===== src/design/msam_pkg.sv =====
// Shared types and constants for the stream audio mixer.
// No dependencies; every other file in design/ imports this package.
`timescale 1ns / 1ps
`default_nettype none

package msam_pkg;

  localparam int MAX_STREAMS   = 8;
  localparam int STORE_SAMPLES = 131072;
  localparam int STORE_AW      = $clog2(STORE_SAMPLES);
  localparam int OFF_W         = STORE_AW + 1;
  localparam int LIM_W         = 4;
  localparam int CAP_W         = 18;
  localparam int IDX_W         = 3;
  localparam int SMP_W         = 16;
  localparam int WORD_W        = 24;
  localparam int QUEUE_DEPTH   = 4;
  localparam int Q_AW          = $clog2(QUEUE_DEPTH);

  localparam logic [LIM_W-1:0] LIMIT_RESET    = LIM_W'(1);
  localparam logic [CAP_W-1:0] CAPACITY_RESET = CAP_W'(131072);

  localparam logic signed [SMP_W-1:0] SMP_MAX = 16'sh7FFF;
  localparam logic signed [SMP_W-1:0] SMP_MIN = 16'sh8000;

  // Configuration register indexes
  localparam logic CFG_LIMIT    = 1'b0;
  localparam logic CFG_CAPACITY = 1'b1;

  typedef enum logic [1:0] {
    REQ_MIX  = 2'd0,
    REQ_GAP  = 2'd1,
    REQ_PULL = 2'd2,
    REQ_RSVD = 2'd3
  } req_t;

  typedef enum logic [1:0] {
    ST_DONE    = 2'd0,
    ST_FULL    = 2'd1,
    ST_NOREADY = 2'd2,
    ST_UNUSED  = 2'd3
  } status_t;

  typedef enum logic [1:0] {
    OP_NONE = 2'd0,
    OP_MIX  = 2'd1,
    OP_PULL = 2'd2
  } op_t;

  // One classified word handed from the front to the back
  typedef struct packed {
    op_t                      op;
    logic [STORE_AW-1:0]      addr;
    logic signed [SMP_W-1:0]  sample;
    status_t                  status;
  } job_t;

  // One result word
  typedef struct packed {
    status_t                  status;
    logic                     smp_valid;
    logic signed [SMP_W-1:0]  sample;
  } result_t;

endpackage

`default_nettype wire


===== src/design/msam_front.sv =====
// Front end: accepts request words, tracks stream offsets and read point,
// and classifies each word into a store job. Depends on msam_pkg.
`timescale 1ns / 1ps
`default_nettype none

module msam_front
  import msam_pkg::*;
(
  input  wire logic                    clk,
  input  wire logic                    rst_n,
  input  wire logic                    in_tvalid,
  output logic                         in_tready,
  input  wire req_t                    req,
  input  wire logic [IDX_W-1:0]        idx,
  input  wire logic signed [SMP_W-1:0] sample,
  input  wire logic [LIM_W-1:0]        limit_cfg,
  input  wire logic [CAP_W-1:0]        cap_cfg,
  input  wire logic                    q_full,
  input  wire logic                    back_busy,
  output logic                         push,
  output job_t                         job
);

  logic [OFF_W-1:0]       off_r   [MAX_STREAMS];
  logic [OFF_W-1:0]       off_nxt [MAX_STREAMS];
  logic [MAX_STREAMS-1:0] started_r, started_nxt;
  logic [STORE_AW-1:0]    rp_r, rp_nxt;

  logic [LIM_W-1:0]       lim;
  logic [OFF_W-1:0]       cap_eff;
  logic [MAX_STREAMS-1:0] act, off_zero;
  logic                   idx_act, any_live, zero_live;

  assign in_tready = !q_full && !back_busy;
  assign push      = in_tvalid && in_tready;

  assign lim     = (limit_cfg > LIM_W'(MAX_STREAMS)) ? LIM_W'(MAX_STREAMS) : limit_cfg;
  assign cap_eff = (cap_cfg > CAP_W'(STORE_SAMPLES)) ? OFF_W'(STORE_SAMPLES)
                                                     : OFF_W'(cap_cfg);
  assign idx_act = LIM_W'(idx) < lim;

  always_comb begin
    for (int i = 0; i < MAX_STREAMS; i++) begin
      act[i]      = LIM_W'(i) < lim;
      off_zero[i] = off_r[i] == '0;
    end
  end

  assign any_live  = |(started_r & act);
  assign zero_live = |(started_r & act & off_zero);

  always_comb begin
    job.op      = OP_NONE;
    job.addr    = rp_r + off_r[idx][STORE_AW-1:0];
    job.sample  = sample;
    job.status  = ST_DONE;
    off_nxt     = off_r;
    started_nxt = started_r;
    rp_nxt      = rp_r;
    unique case (req)
      REQ_MIX, REQ_GAP: begin
        if (!idx_act) begin
          job.status = ST_UNUSED;
        end else begin
          started_nxt[idx] = 1'b1;
          if (off_r[idx] >= cap_eff) begin
            job.status = ST_FULL;
          end else begin
            if (req == REQ_MIX) begin
              job.op = OP_MIX;
            end
            off_nxt[idx] = off_r[idx] + 1'b1;
          end
        end
      end
      REQ_PULL: begin
        if (!any_live || zero_live) begin
          job.status = ST_NOREADY;
        end else begin
          job.op   = OP_PULL;
          job.addr = rp_r;
          rp_nxt   = rp_r + 1'b1;
          for (int i = 0; i < MAX_STREAMS; i++) begin
            if (started_r[i] && act[i]) begin
              off_nxt[i] = off_r[i] - 1'b1;
            end
          end
        end
      end
      REQ_RSVD: begin
        job.status = ST_DONE;
      end
    endcase
  end

  always_ff @(posedge clk) begin
    if (!rst_n) begin
      for (int i = 0; i < MAX_STREAMS; i++) begin
        off_r[i] <= '0;
      end
      started_r <= '0;
      rp_r      <= '0;
    end else if (push) begin
      off_r     <= off_nxt;
      started_r <= started_nxt;
      rp_r      <= rp_nxt;
    end
  end

endmodule

`default_nettype wire


===== config.mk =====
export PLATFORM = sky130hd
export DESIGN_NAME = msam_front
export DESIGN_NICKNAME = d
export VERILOG_FILES = /design/src/design/msam_pkg.sv /design/src/design/msam_front.sv
export SDC_FILE = /design/constraint.sdc
export NUM_CORES = 1
export LEC_CHECK = 0
export ABC_AREA = 0
export BUFFER_PORTS_ARGS = -buffer_cell sky130_fd_sc_hd__buf_2
export CORE_ASPECT_RATIO = 0.9
export CORE_MARGIN = 2
export CORE_UTILIZATION = 42
export DETAILED_ROUTE_END_ITERATION = 12
export PLACE_DENSITY = 0.58
export SLEW_MARGIN = 25
export SYNTH_ARGS = -nofsm -noshare
export SYNTH_HDL_FRONTEND = slang
export SYNTH_SLANG_ARGS = --single-unit
export TNS_END_PERCENT = 1

===== constraint.sdc =====
create_clock -name clk -period 6.25 [get_ports clk]
set_input_delay 0.9375 -clock clk [delete_from_list [all_inputs] [get_ports clk]]
set_output_delay 0.9375 -clock clk [all_outputs]
set_load 0.02 [all_outputs]

; ---- After elaboration in Yosys (flattened, before gate mapping)
; Index checks and enable logic that the tools add are counted.
[word_totals]
ff_bits = 169
latchBits = 0
mem_bits_rw = 0
romBits = 0
inputBits = 48
out_inout_bits = 39
word_cells = 127
n_memories = 0
[op_classes]
addsub = 11
multipliers = 0
n_div = 0
order_cmp = 16
eq_ne = 14
shifts = 0
mux = 32
bitwise_logic = 5
n_reduce_logical = 39
[op_table]
columns = cell, n
row1 = 144-bit 2-to-1 mux, 3
row2 = 144-bit one-hot mux with 2 select lines, 1
row3 = 18-bit 2-to-1 mux, 12
row4 = 144-bit bitwise mux, 1
row5 = 18-bit zero test, 8
row6 = "18-bit by 1-bit subtractor with 18-bit output, second input constant", 8
row7 = 18-bit binary-select mux with 3-bit select, 1
row8 = 18-bit demux with 3-bit select, 1
row9 = 6-bit AND reduction, 8
row10 = "2-bit inequality test, second input constant", 11
row11 = 19-bit 2-to-1 mux, 1
row12 = "18-bit by 1-bit adder with 18-bit output, second input constant", 1
row13 = 18-bit >= comparator, 1
row14 = "18-bit > comparator, second input constant", 1
row15 = "17-bit by 1-bit adder with 17-bit output, second input constant", 1
row16 = 17-bit adder, 1
row17 = 17-bit 2-to-1 mux, 1
row18 = 8-bit bitwise AND, 2
row19 = "3-bit by 4-bit < comparator with 1-bit output, first input constant", 4
row20 = 8-bit OR reduction, 2
row21 = 1-bit logical AND, 12
row22 = "1-bit by 4-bit < comparator with 1-bit output, first input constant", 2
row23 = "2-bit by 4-bit < comparator with 1-bit output, first input constant", 2
row24 = 8-bit bitwise OR, 1
row25 = 22 further kinds, 31

; ---- Logic depth before layout (Yosys ltp)
[depth]
depth_word = 9
ltp_mapped = 19
mapped_depth_nobuf = 14

; ---- Worst setup path before layout
; OpenSTA, ideal clock, no wires.
[synth_timing]
path_kind = in2out
from = in idx[1]
to = out job[34] (netlist name)
arrival_ns = 4.575
required_ns = 5.312
path_slack_ns = 0.737
path_stages = 17
path_cell_list = buf_4 buf_6 buf_4 mux4_2 mux2i_2 inv_1 ha_1 inv_1 fa_1 nor2b_1 o2111ai_1 nand3_1 a31o_2 o211a_1 or3_1 a21oi_1 xor2_1
[synth_rtl]
columns = element, line_no
row1 = from (decl), msam_front.sv:14  ; input wire logic [IDX_W-1:0] idx,
row2 = to (decl), msam_front.sv:21  ; output job_t job

==> results.toml <==
[critical_path]
crit_fanout = 33
startpoint_type = "primary input"
critPathArrivalTime_ps = 5030
r2r_end = "off_r[46]$_SDFFE_PN0P_"
crit_required_ps = 5310
startpoint = "idx[2]"
rr_startpoint = "off_r[85]$_SDFFE_PN0P_"
r2r_slack_ps = 1450
rr_worst_depth = 15
end_kind = "output port"
crit_type = "in -> out"

[synth]
yosysWarningCount = 0
netlist_instances = 1753
synth_top_family_by_area = "compound AO/OA/AOI/OAI gates"
synthFlopType = "dfxtp_1"
ys_seq_elements = 169
syn-num-nets = 1848
synth_edf_count = 0
synth_cell_types = 93
synthAdderAreaFrac_pct = 4.48
synthSimpleGateAreaFrac_pct = 23.3
ys_async_sr_fraction_pct = 0
synth-xor-area-share_pct = 6.71
seq_area_frac_synth_pct = 25.5
muxShareOfSynthArea_pct = 4.84
syn_area_sq_um = 13300
synth_compound_area_share_pct = 28.6
synth.avg_cell_area_sq_um = 7.58

[sta]
fin_worst_skew_ps = 13.7
max_freq_mhz = 168
worstMarginPinSlew_ps = 1170
rsz0062_at_grt = "false"
fin_tns_setup_ps = 0
timing_hold_violations_final = 0
final.period_utilization_pct = 95.4
finalSetupViolCount = 0
relSlewSlack_pct = 22.1
slew_viol_final = 0
min_period_ps = 5960
worst_slack_ps = 285

[power]
clkPwrFrac_pct = 43.5
combPwrFrac_pct = 14.6
power.leakage_nw = 5.64
power.switching_mw = 0.807
power.internal_mw = 1.80
power_density_nw_per_um2 = 181
sw_frac_of_total_pct = 30.9
ir_drop_uv = 203
power_frac_seq_pct = 41.9

[placed_design]
dp_hpwl_um = 40300
post-place-ws_ps = 532
port_buffers = 54
placed_cells = 2128
place_congestion = 1.03
place_area_sq_um = 13800

[global_routing]
grt_pass1_vias = 12800
grt_max_degree = 77
grt_pass1_wl_um = 82800
grt_usage_pct = 33.3
grt.overflow.total = 0
antenna_found_initial = 3

[cells_and_area]
final_cell_mix = "nor2_1 (208), a21oi_1 (176), dfxtp_1 (169)"
drive_above_1_share_pct = 12.3
final_cell_count_no_fill = 2160
antenna_cells = 0
fillers = 3153
post-route-util_pct = 46.5
final_cell_area_sq_um = 14400
area.growth.synth_to_final_pct = 8.37
final_common_cell = "nor2_1"
fin_nets = 1833

[floorplanning]
die-area_sq_um = 33100
fp.coreArea_sq_um = 31000
pin_count = 87
die_height_um = 173
start_util_pct = 42.9
dieWidth_um = 191
core.rowCount = 61

[drt]
ant_nets = 0
via_per_inst = 6.67
drtIter0Drc = 2096
dr.pass1.iters = 6
vias = 14400
drt_wl_total_um = 55900
avgRoutedWirePerCell_um = 25.9
drc = 0

[flow_run]
drv_cap = 0

[cts]
cts_sinks = 169
cts-resized-gates = 0
cts_tree = "yes"
post_cts_buffers = 0
h-tree-depth = 4
clk_pin_slew_ps = 70
worstSkewPairLatency_ps = 460
cts_root_buf = "clkbuf_16"
ctsHoldBuffers = 0
numCtsBuffers = 17
cts_buffer_depth = 2

[hold_path]
holdPathStages = 2
worstHoldStart = "started_r[7]$_SDFFE_PN0P_"
min_path_type = "reg -> reg"
holdPathEnd = "started_r[7]$_SDFFE_PN0P_"

[outcome]
status = "finished, final reports clean"
[power groups by stage]
stage	Clock, mW	Combinational [mW]	Sequential [mW]
5_1_grt	1.19	0.409	1.09
2_1_floorplan	0	0.267	1.11
3_3_place_gp	0	0.366	1.12
6_report	1.14	0.382	1.09
4_1_cts	1.14	0.371	1.09
3_5_place_dp	0	0.370	1.12
[registers in the layout, indices dropped and copies added, names as in the netlist]
signal     flops
started_r      8
off_r        144
rp_r          17
[final cells by class]
| type | instances | area [sq um] | area share (%) |
|---|---|---|---|
| Multi-Input combinational cell | 1395 | 9090 | 63.2 |
| Clock buffer | 17 | 425 | 2.96 |
| Timing Repair Buffer | 92 | 571 | 3.96 |
| Tap cell | 409 | 512 | 3.55 |
| Inverter | 63 | 236 | 1.64 |
| Sequential cell | 169 | 3380 | 23.5 |
| Clock inverter | 15 | 174 | 1.21 |
[critical path, cell delays in order]
cell      delay (ps)
buf_2            310
buf_12           260
mux4_2           550
mux2i_1          480
inv_1            170
ha_1             370
a21oi_1          160
a21boi_0         100
a211oi_1         490
nand3_1          510
a211oi_1         440
buf_2            230
[Yosys cell counts, types with 8 or more instances]
| library cell | count | area share [%] |
|---|---|---|
| nor2_1 | 209 | 5.9 |
| a21oi_1 | 176 | 6.6 |
| dfxtp_1 | 169 | 25 |
| nand2_1 | 138 | 3.9 |
| o21ai_0 | 106 | 4.0 |
| clkbuf_1 | 65 | 1.8 |
| nor3_1 | 64 | 2.4 |
| inv_1 | 57 | 1.6 |
| a221oi_1 | 56 | 3.7 |
| xor2_1 | 47 | 3.1 |
| ha_1 | 46 | 4.3 |
| xnor2_1 | 46 | 3.0 |
| nor4_1 | 37 | 1.7 |
| o21ai_1 | 37 | 1.4 |
| nand3_1 | 29 | 1.1 |
| buf_4 | 25 | 1.4 |
| a22oi_1 | 23 | 1.3 |
| buf_2 | 23 | 0.87 |
| a211oi_1 | 22 | 1.2 |
| nand4_1 | 22 | 1.0 |
| o22ai_1 | 21 | 0.99 |
| a31oi_1 | 19 | 0.89 |
| mux4_2 | 16 | 2.7 |
| nand2b_1 | 16 | 0.75 |
| or4_1 | 16 | 0.90 |
| and3_1 | 15 | 0.71 |
| mux2_2 | 15 | 1.3 |
| o211ai_1 | 14 | 0.79 |
| o31ai_1 | 14 | 0.79 |
| nor2b_1 | 13 | 0.61 |
| mux2i_1 | 10 | 0.75 |
| o21a_1 | 10 | 0.57 |
| or3_1 | 10 | 0.47 |
| nor3b_1 | 9 | 0.51 |
| nor4_2 | 9 | 0.85 |
| o32ai_1 | 8 | 0.53 |
[per-layer routing]
layer  vias up  global-route usage (%)  part of all wire, %
li1       6519                       -                    -
met1      6959                    49.1                   43
met2       786                    47.3                   42
met3       136                    6.43                   11
met4         4                    12.7                  4.1
met5         -                       0                0.041
[cells by family after synthesis]
logic type / after synthesis
and+or+nand+nor: 624
muxes: 42
xor gates and xnor gates: 97
buffers and inverters: 189
AOI/OAI and AO/OA: 585
adders and majority gates: 47
DFF: 169
[worst max path at each step]
stage | endpoint | slack, ps | depth (start not counted)
floorplan | job[34] | 740 | 17
global placement | job[35] | 620 | 13
detailed placement | off_r[44]$_SDFFE_PN0P_ | 530 | 17
CTS | job[35] | 530 | 13
global route | job[35] | 210 | 13
finish | job[35] | 290 | 12
[through the flow]
stage / hold WS (ps) / power, mW
after floorplan: 430 / 1.38
after global placement: 449 / 1.48
after detailed placement: 454 / 1.49
after CTS: 474 / 2.60
after global routing: 542 / 2.69
final: 483 / 2.61
(Power assumes the default switching activity.)
