`config.mk`:
```
export PLATFORM = sky130hd
export DESIGN_NAME = msam_queue
export DESIGN_NICKNAME = d
export VERILOG_FILES = /design/src/design/msam_pkg.sv /design/src/design/msam_queue.sv
export SDC_FILE = /design/constraint.sdc
export NUM_CORES = 1
export LEC_CHECK = 0
export CORE_ASPECT_RATIO = 0.7
export CORE_MARGIN = 2
export CORE_UTILIZATION = 50
export CTS_CLUSTER_SIZE = 14
export DETAILED_ROUTE_END_ITERATION = 8
export DONT_BUFFER_PORTS = 1
export HOLD_SLACK_MARGIN = 0.06
export PLACE_DENSITY = 0.68
export SKIP_LAST_GASP = 1
export SLEW_MARGIN = 20
export SYNTH_ARGS = -nofsm -noshare
export SYNTH_HDL_FRONTEND = slang
export SYNTH_SLANG_ARGS = --single-unit
```
`constraint.sdc`:
```
create_clock -name clk -period 2.95 [get_ports clk]
set_clock_uncertainty 0.15 [all_clocks]
set_input_delay 0.59 -clock clk [delete_from_list [all_inputs] [get_ports clk]]
set_output_delay 0.59 -clock clk [all_outputs]
set_load 0.1 [all_outputs]
```
`src/design/msam_pkg.sv`:
```
// Shared types and constants for the stream audio mixer.
// No dependencies; every other file in design/ imports this package.
`timescale 1ns / 1ps
`default_nettype none

package msam_pkg;

  localparam int MAX_STREAMS   = 8;
  localparam int STORE_SAMPLES = 131072;
  localparam int STORE_AW      = $clog2(STORE_SAMPLES);
  localparam int OFF_W         = STORE_AW + 1;
  localparam int LIM_W         = 4;
  localparam int CAP_W         = 18;
  localparam int IDX_W         = 3;
  localparam int SMP_W         = 16;
  localparam int WORD_W        = 24;
  localparam int QUEUE_DEPTH   = 4;
  localparam int Q_AW          = $clog2(QUEUE_DEPTH);

  localparam logic [LIM_W-1:0] LIMIT_RESET    = LIM_W'(1);
  localparam logic [CAP_W-1:0] CAPACITY_RESET = CAP_W'(131072);

  localparam logic signed [SMP_W-1:0] SMP_MAX = 16'sh7FFF;
  localparam logic signed [SMP_W-1:0] SMP_MIN = 16'sh8000;

  // Configuration register indexes
  localparam logic CFG_LIMIT    = 1'b0;
  localparam logic CFG_CAPACITY = 1'b1;

  typedef enum logic [1:0] {
    REQ_MIX  = 2'd0,
    REQ_GAP  = 2'd1,
    REQ_PULL = 2'd2,
    REQ_RSVD = 2'd3
  } req_t;

  typedef enum logic [1:0] {
    ST_DONE    = 2'd0,
    ST_FULL    = 2'd1,
    ST_NOREADY = 2'd2,
    ST_UNUSED  = 2'd3
  } status_t;

  typedef enum logic [1:0] {
    OP_NONE = 2'd0,
    OP_MIX  = 2'd1,
    OP_PULL = 2'd2
  } op_t;

  // One classified word handed from the front to the back
  typedef struct packed {
    op_t                      op;
    logic [STORE_AW-1:0]      addr;
    logic signed [SMP_W-1:0]  sample;
    status_t                  status;
  } job_t;

  // One result word
  typedef struct packed {
    status_t                  status;
    logic                     smp_valid;
    logic signed [SMP_W-1:0]  sample;
  } result_t;

endpackage

`default_nettype wire

```
`src/design/msam_queue.sv`:
```
// Short job queue between the front and the back.
// Depends on msam_pkg for the job type and depth.
`timescale 1ns / 1ps
`default_nettype none

module msam_queue
  import msam_pkg::*;
(
  input  wire logic clk,
  input  wire logic rst_n,
  input  wire logic push,
  input  wire job_t push_job,
  input  wire logic pop,
  output job_t      head,
  output logic      q_valid,
  output logic      q_full
);

  job_t            q_r [QUEUE_DEPTH];
  logic [Q_AW-1:0] wr_ptr_r, rd_ptr_r;
  logic [Q_AW:0]   count_r;

  assign head    = q_r[rd_ptr_r];
  assign q_valid = count_r != '0;
  assign q_full  = count_r == (Q_AW + 1)'(QUEUE_DEPTH);

  always_ff @(posedge clk) begin
    if (push) begin
      q_r[wr_ptr_r] <= push_job;
    end
  end

  always_ff @(posedge clk) begin
    if (!rst_n) begin
      wr_ptr_r <= '0;
      rd_ptr_r <= '0;
      count_r  <= '0;
    end else begin
      if (push) begin
        wr_ptr_r <= wr_ptr_r + 1'b1;
      end
      if (pop) begin
        rd_ptr_r <= rd_ptr_r + 1'b1;
      end
      unique case ({push, pop})
        2'b10:   count_r <= count_r + 1'b1;
        2'b01:   count_r <= count_r - 1'b1;
        default: count_r <= count_r;
      endcase
    end
  end

endmodule

`default_nettype wire

```
* Yosys cells after proc, flatten, opt, wreduce, memory -nomap -nowiden
Memories as Yosys holds them, arrays and structs flattened. A register that Yosys moved wholly into a read port is not among the register bits. Index checks and enable logic that the tools add are counted.
Word-level totals: register bits 7, latch bits 0, memory bits (writable) 148, bits in read-only memories 0, input bits 41, output and inout bits 39, word-level logic and storage cells 18, memories 1
Memory list:
- q_r | depth 4, bits a word 37, rd ports 1, clocked after Yosys merged registers in 1, write ports 1, line msam_queue.sv:19 | job_t q_r [QUEUE_DEPTH];
Operators by class: $add $sub $neg 4, multipliers 0, div/mod/pow operators 0, magnitude comparators 0, equal/unequal tests 3, shifts and indexed selects 0, multiplexer cells 5, bitwise logic cells 0, reductions and logical operators 2
Operators with widths (number):
- one-hot mux 3 bit (2 select lines) | 1
- adder 2 x 1 -> 2 bit (second input constant) | 2
- two-way mux 2 bit | 2
- adder 3 x 1 -> 3 bit (second input constant) | 1
- equality test 3 bit (second input constant) | 1
- nonzero test 3 bit | 1
- subtractor 3 x 1 -> 3 bit (second input constant) | 1
- equality test 2 x 1 -> 1 bit (second input constant) | 1
- equality test 2 bit (second input constant) | 1
- two-way mux 1 bit | 2
- nonzero test 2 bit | 1

* Logic depth before layout (Yosys ltp)
Gate-level depths: netlist (run 1).
depth in word-level cells 3, mapped depth 6, mapped depth without buffers 6

* Least setup slack after synthesis (run 1)
Ideal clock, no wire load.
path type register to output, start reg count_r[0], end out q_full, arrival 2.549 ns, data required time 2.210 ns, path slack -0.339 ns, stages on the path, launching flop included 2, buffers on the path 0, path through dfxtp_1 -> nor3b_1
Between the ends: word-level cells in the longest chain between the ends 1
Ends and longest elaborated chain:
- from (decl) | line msam_queue.sv:21 | logic [Q_AW:0] count_r;
- from (signal assigned) | line msam_queue.sv:46 | 2'b10: count_r <= count_r + 1'b1;
- from (signal assigned) | line msam_queue.sv:47 | 2'b01: count_r <= count_r - 1'b1;
- from (signal assigned) | line msam_queue.sv:48 | default: count_r <= count_r;
- equality test 3 bit | line msam_queue.sv:25 | assign q_full = count_r == (Q_AW + 1)'(QUEUE_DEPTH);
- to (decl) | line msam_queue.sv:16 | output logic q_full
No other way between the ends.

==> results of run 1 <==
## power groups by stage
stage	registers (W)	clock network, W	logic [W]
4_1_cts	0.00259	0.00222	0.000997
3_5_place_dp	0.00264	0	0.000996
6_report	0.00259	0.00216	0.000983
3_3_place_gp	0.00263	0	0.000987
2_1_floorplan	0.00263	0	0.000891
5_1_grt	0.00260	0.00231	0.00102
## cells by family (layout without fill, tap and decap cells)
logic type | count (synthesis) | in the layout
XOR/XNOR | 5 | 5
adder cells (fa/ha/maj) | 6 | 6
AND/OR/NAND/NOR | 15 | 15
flip-flops | 157 | 157
AO/OA/AOI/OAI | 2 | 2
buffers and inverters | 11 | 51
multiplexers | 39 | 39
## flip-flops by register name, indices dropped and copies added, names as in the netlist, named ones only
register	count
rd_ptr_r	2
wr_ptr_r	2
q_r	148
count_r	3
## layout by cell type, fill, tap and decap left out, types with 5 or more instances in the layout
| cell | instances |
|---|---|
| buf_4 | 12 |
| ha_1 | 5 |
| mux4_1 | 7 |
| clkbuf_16 | 17 |
| mux4_2 | 30 |
| buf_12 | 5 |
| edfxtp_1 | 148 |
| dfxtp_1 | 7 |
| and2_1 | 5 |
## worst max-delay path, stage by stage, from the launching register on
cell and delay [ps]:
dfxtp_2 350, buf_4 270, mux4_1 600, buf_4 250
## Yosys cell counts
| cell type | n |
|---|---|
| a21boi_0 | 1 |
| nand2_1 | 1 |
| nor3b_1 | 1 |
| buf_12 | 3 |
| clkbuf_2 | 1 |
| mux2i_1 | 2 |
| and2_1 | 9 |
| edfxtp_1 | 148 |
| nor2b_1 | 2 |
| buf_2 | 3 |
| mux4_2 | 30 |
| fa_1 | 1 |
| buf_6 | 1 |
| or3_1 | 2 |
| dfxtp_1 | 9 |
| mux4_1 | 7 |
| xnor2_1 | 3 |
| o21ai_0 | 1 |
| ha_1 | 5 |
| xor2_1 | 2 |
| inv_1 | 3 |
## final cells by class
cell class / instances / area, sq um
sequential: 157 / 4630
fill: 806 / 4470
multi-input combinational: 67 / 1130
clock buffer: 17 / 425
tap: 153 / 191
timing repair buffer: 17 / 190
clock inverter: 14 / 169
inverter: 3 / 11.3
## worst max-delay path by stage
stage / startpoint / end / depth (start not counted)
final: flip-flop / head[31] / 3
after global placement: flip-flop / head[32] / 3
after floorplan: count_r[1] / q_full / 1
after detailed placement: flip-flop / head[32] / 3
after CTS: flip-flop / head[32] / 3
after global routing: flip-flop / head[31] / 3
## metal layers
layer | part of all wire | up-vias
met5 | 0 | -
li1 | - | 1046
met3 | 0.092 | 9
met2 | 0.50 | 77
met4 | 0.0072 | 0
met1 | 0.40 | 1266
## stage by stage
step | hold slack [ps] | utilization | setup WS [ps]
6_report | 125 | 0.601 | 326
5_1_grt | 95.1 | 0.601 | 216
4_1_cts | 103 | 0.601 | 261
3_5_place_dp | 356 | 0.548 | 717
3_3_place_gp | 335 | 0.548 | 745
2_1_floorplan | 316 | - | 646
==> results.toml, run 1 <==
[setup_path]
path_class = "reg -> out"
cp_max_fo = 13
r2r_slack_ps = 1170
reg2reg_depth = 4
end_kind = "primary output"
worstSetupStartpointType = "flip-flop"
r2r_start = "wr_ptr_r[0]"
r2r_end = "q_r[0][26]"
crit_required_ps = 2210
critPathArrivalTime_ps = 1880

[yosys]
syn_nets = 282
synth_top_cell_by_area = "edfxtp_1"
syn_area_sq_mm = 0.00584
ys_ff_latch = 157
avgSynthCellArea_sq_um = 24.8
synth.distinct_cells = 21
synthSimpleGateAreaFrac = 0.0159
synthXorXnorAreaFrac = 0.00750
synthAdderAreaFrac = 0.0141
synthTopCellsByArea = "edfxtp_1 (76%), mux4_2 (12%), mux4_1 (3.2%), dfxtp_1 (3.1%), ha_1 (1.1%)"
yosys_warnings = 0
synth_top_family_by_area = "multiplexers"
yosysTopAreaCellShare = 0.761
muxShareOfSynthArea = 0.151
syn_inst = 235
seq_area_frac_synth = 0.792
synth_compound_area_frac = 0.00214

[place]
dpl_cell_area_sq_mm = 0.00615
placed_cells = 397
dp_hpwl_microns = 5750
gp_congestion = 0.678
numPortBuffers = 0

[global_routing]
grt-ovfl-total = 0
met3_usage = 0.0735
grt_use_total = 0.164
use_met1 = 0.195
grt_max_degree = 25
grt_pass1_vias = 2659
groute.layer.met2.usage = 0.263
antenna_found_initial = 0
grt_pass1_wl_microns = 14600
grt-busiest-layer = "met2"

[pwr]
clockPowerShare = 0.377
p_total_w = 0.00574
pwr-share-seq = 0.451
p_leak_nw = 2.17
power.share.combinational = 0.171
switching_share = 0.289
p_sw_w = 0.00166
p_int_w = 0.00408
p_per_area_mw_per_mm2 = 851
ir_worst_vdd_uv = 605

[final_layout]
nets = 310
stdcell_count = 428
synthToLayoutAreaGrowth_pct = 15.5
final_area_sq_mm = 0.00674
n_antenna_cell = 0
drive_above_1_share = 0.305

[clock_tree]
cts_tree = "yes"
cts_resized = 0
clkTransAtPathRegs_ps = 60
cts_max_path_buffers = 2
clkSinkCount = 157
cts_made_buffers = 17
cts_setup_buffers = 0
cts_max_level = 4
holdBufCountCts = 0
clock_latency_ps = 400
root_buffer = "clkbuf_16"

[route]
vias = 2398
route.detailed.drc = 0
ant_nets = 0
via_per_inst = 5.60
firstDrtPassIters = 4
wl_microns = 9420
drt_iter0_drc = 168
route.detailed.wl_per_inst_microns = 22.0

[worst_hold_path]
min_path_type = "in -> reg"
hold_start = "push_job[29]"
holdPathStages = 0
hold_path_end = "q_r[0][29]"

[timing]
fin_tns_setup_ps = 0
rsz0062_at_grt = "false"
max_freq_mhz = 381
relSlewSlack = 0.637
post-route-period-util = 0.889
hold_viol = 0
slew_viol_final = 0
worst_pin_slew_ps = 546
setup_viol_count_final = 0
min_period_ps = 2620

[die]
start_util = 0.521
ios = 80
fp-row-count = 32
core_sq_mm = 0.0112
dieArea_sq_mm = 0.0126
fp.dieH_microns = 94.4
die_w_microns = 133

[flow_run]
drv_cap = 0

[outcome]
status = "finished, final reports clean"
No activity file was read; power rests on OpenSTA's default activity.
==> run 2: changes to the inputs <==
--- a/config.mk
+++ b/config.mk
@@ -5,7 +5,6 @@
 export SDC_FILE = /design/constraint.sdc
 export NUM_CORES = 1
 export LEC_CHECK = 0
-export CORE_ASPECT_RATIO = 0.7
 export CORE_MARGIN = 2
 export CORE_UTILIZATION = 50
 export CTS_CLUSTER_SIZE = 14
==> run 2 against run 1 <==
Sequential power about the same. Wire length down 1.3%. Die area down 0.11%. Register-to-register slack worse by 180 ps. Setup slack worse by 130 ps. Clock power down 12%. Non-clock buffer count up 1.
==> results.toml, run 2 (synthesis gave the netlist of run 1 again) <==
[outcome]
status = "finished, final reports clean"

[timing]
fin_hold_ws_ps = 117
worst_pin_slew_ps = 696
rsz0062_at_grt = "false"
slew_viol_final = 0
post-route-period-util = 0.933
min_period_ps = 2750
max_freq_mhz = 363
setup_viol_count_final = 0
hold_viol = 0
fin_tns_setup_ps = 0
relSlewSlack = 0.536

[setup_path]
max_stage_delay_ps = 650
worstSetupStartpointType = "flip-flop"
r2r_end = "q_r[3][0]"
slowest_stage = "mux4_1"
crit_end = "head[30]"
cp_max_fo = 20
r2r_start = "wr_ptr_r[0]"
end_kind = "primary output"
cp_num_cells = 3
critPathMostFrequentCell = "buf_4"
path_delay_family = "multiplexers"
path_buf_inv = 2
crit_required_ps = 2210
path_cells = "buf_4 -> mux4_1 -> buf_4"
r2r_slack_ps = 990
reg2reg_depth = 3
critPathArrivalTime_ps = 2010
path_class = "reg -> out"

[final_layout]
synthToLayoutAreaGrowth_pct = 13.6
nets = 311
seqCellArea_sq_mm = 0.00463
drive_above_1_share = 0.287
final_area_sq_mm = 0.00663
fill_cells = 843
largest_register = "q_r"
multi_input_area_sq_mm = 0.00113
stdcell_count = 418
n_antenna_cell = 0
top_regs = "q_r (148), count_r (3)"
final_common_cell = "edfxtp_1"
largest_reg_flops = 148
layout_common_cells = "edfxtp_1 (148), mux4_2 (30), clkbuf_16 (17)"
fin_util = 0.581

[global_routing]
grt_max_degree = 38
grt-ovfl-total = 0
grt_pass1_wl_microns = 14600
antenna_found_initial = 0
grt_pass1_vias = 2588
grt_use_total = 0.162

[place]
numPortBuffers = 0
dp_hpwl_microns = 5440
dpl_cell_area_sq_mm = 0.00612
placed_cells = 388
gp_congestion = 0.706

[die]
die_w_microns = 112
fp-row-count = 39
dieArea_sq_mm = 0.0126
core_sq_mm = 0.0114
start_util = 0.511
fp.dieH_microns = 112
ios = 80

[route]
via_per_inst = 5.61
route.detailed.wl_per_inst_microns = 22.3
route.detailed.drc = 0
drt_iter0_drc = 149
firstDrtPassIters = 4
wl_microns = 9300
vias = 2344
ant_nets = 0

[clock_tree]
cts_setup_buffers = 0
cts_tree = "yes"
root_buffer = "clkbuf_16"
cts_max_path_buffers = 2
clkTransAtPathRegs_ps = 60
clock_latency_ps = 420
cts_max_level = 4
cts_resized = 0
holdBufCountCts = 0
clkSinkCount = 157
cts_made_buffers = 17

[worst_hold_path]
min_path_type = "in -> reg"

[flow_run]
drv_cap = 0

[pwr]
ir_worst_vdd_uv = 469
p_per_area_mw_per_mm2 = 825
p_leak_nw = 2.14
## run 2: changes by cell type in the layout (fill, tap and decap cells not counted), sizes merged
cell / change
clkbuf: +3
clkinv: +3
inv: -3
bufinv: -2
clkinvlp: -2
buf: +1
## run 2: worst min path at each step
stage	start	end	slack, ps	cells after the start
6_report	push_job[22]	q_r[1][22]	120	0
5_1_grt	push_job[32]	q_r[0][32]	90	0
2_1_floorplan	count_r[2]	count_r[2]	320	2
3_3_place_gp	count_r[2]	count_r[2]	350	2
3_5_place_dp	count_r[2]	count_r[2]	360	2
4_1_cts	push_job[22]	q_r[1][22]	100	0
## run 2: area by class of cell
class                   instances  area share
repair buffers                 18      0.0260
flip-flops and latches        157       0.698
multi-input cells              67       0.170
clock inverters                10      0.0115
clock buffers                  20      0.0659
well taps                     143      0.0270
inverters                       3     0.00170
## run 2: worst reg2reg max path, cell delays in order, from the launching register on
cell and delay (ps):
dfxtp_1 400, ha_1 160, and2_2 600, buf_4 340
## run 2: metal layers
| layer | part of all wire | wire (microns) | global-route usage | vias up |
|---|---|---|---|---|
| met3 | 0.081 | 758 | 0.0821 | 16 |
| met2 | 0.49 | 4570 | 0.251 | 70 |
| met1 | 0.40 | 3760 | 0.190 | 1214 |
| met4 | 0.022 | 209 | 0.0805 | 0 |
| li1 | - | - | - | 1044 |
| met5 | 0 | 0 | 0 | - |
## run 2: stage by stage
| step | setup WS (ps) | total power, W |
|---|---|---|
| 3_3_place_gp | 642 | 0.00362 |
| 2_1_floorplan | 646 | 0.00352 |
| 6_report | 197 | 0.00547 |
| 5_1_grt | 84.1 | 0.00565 |
| 3_5_place_dp | 605 | 0.00362 |
| 4_1_cts | 153 | 0.00552 |
## run 2: report_power, final
| part | switching (W) | internal (W) |
|---|---|---|
| clock | 0.000775 | 0.00113 |
| sequential | 0.0000328 | 0.00256 |
| combinational | 0.000785 | 0.000190 |
| total | 0.00159 | 0.00388 |
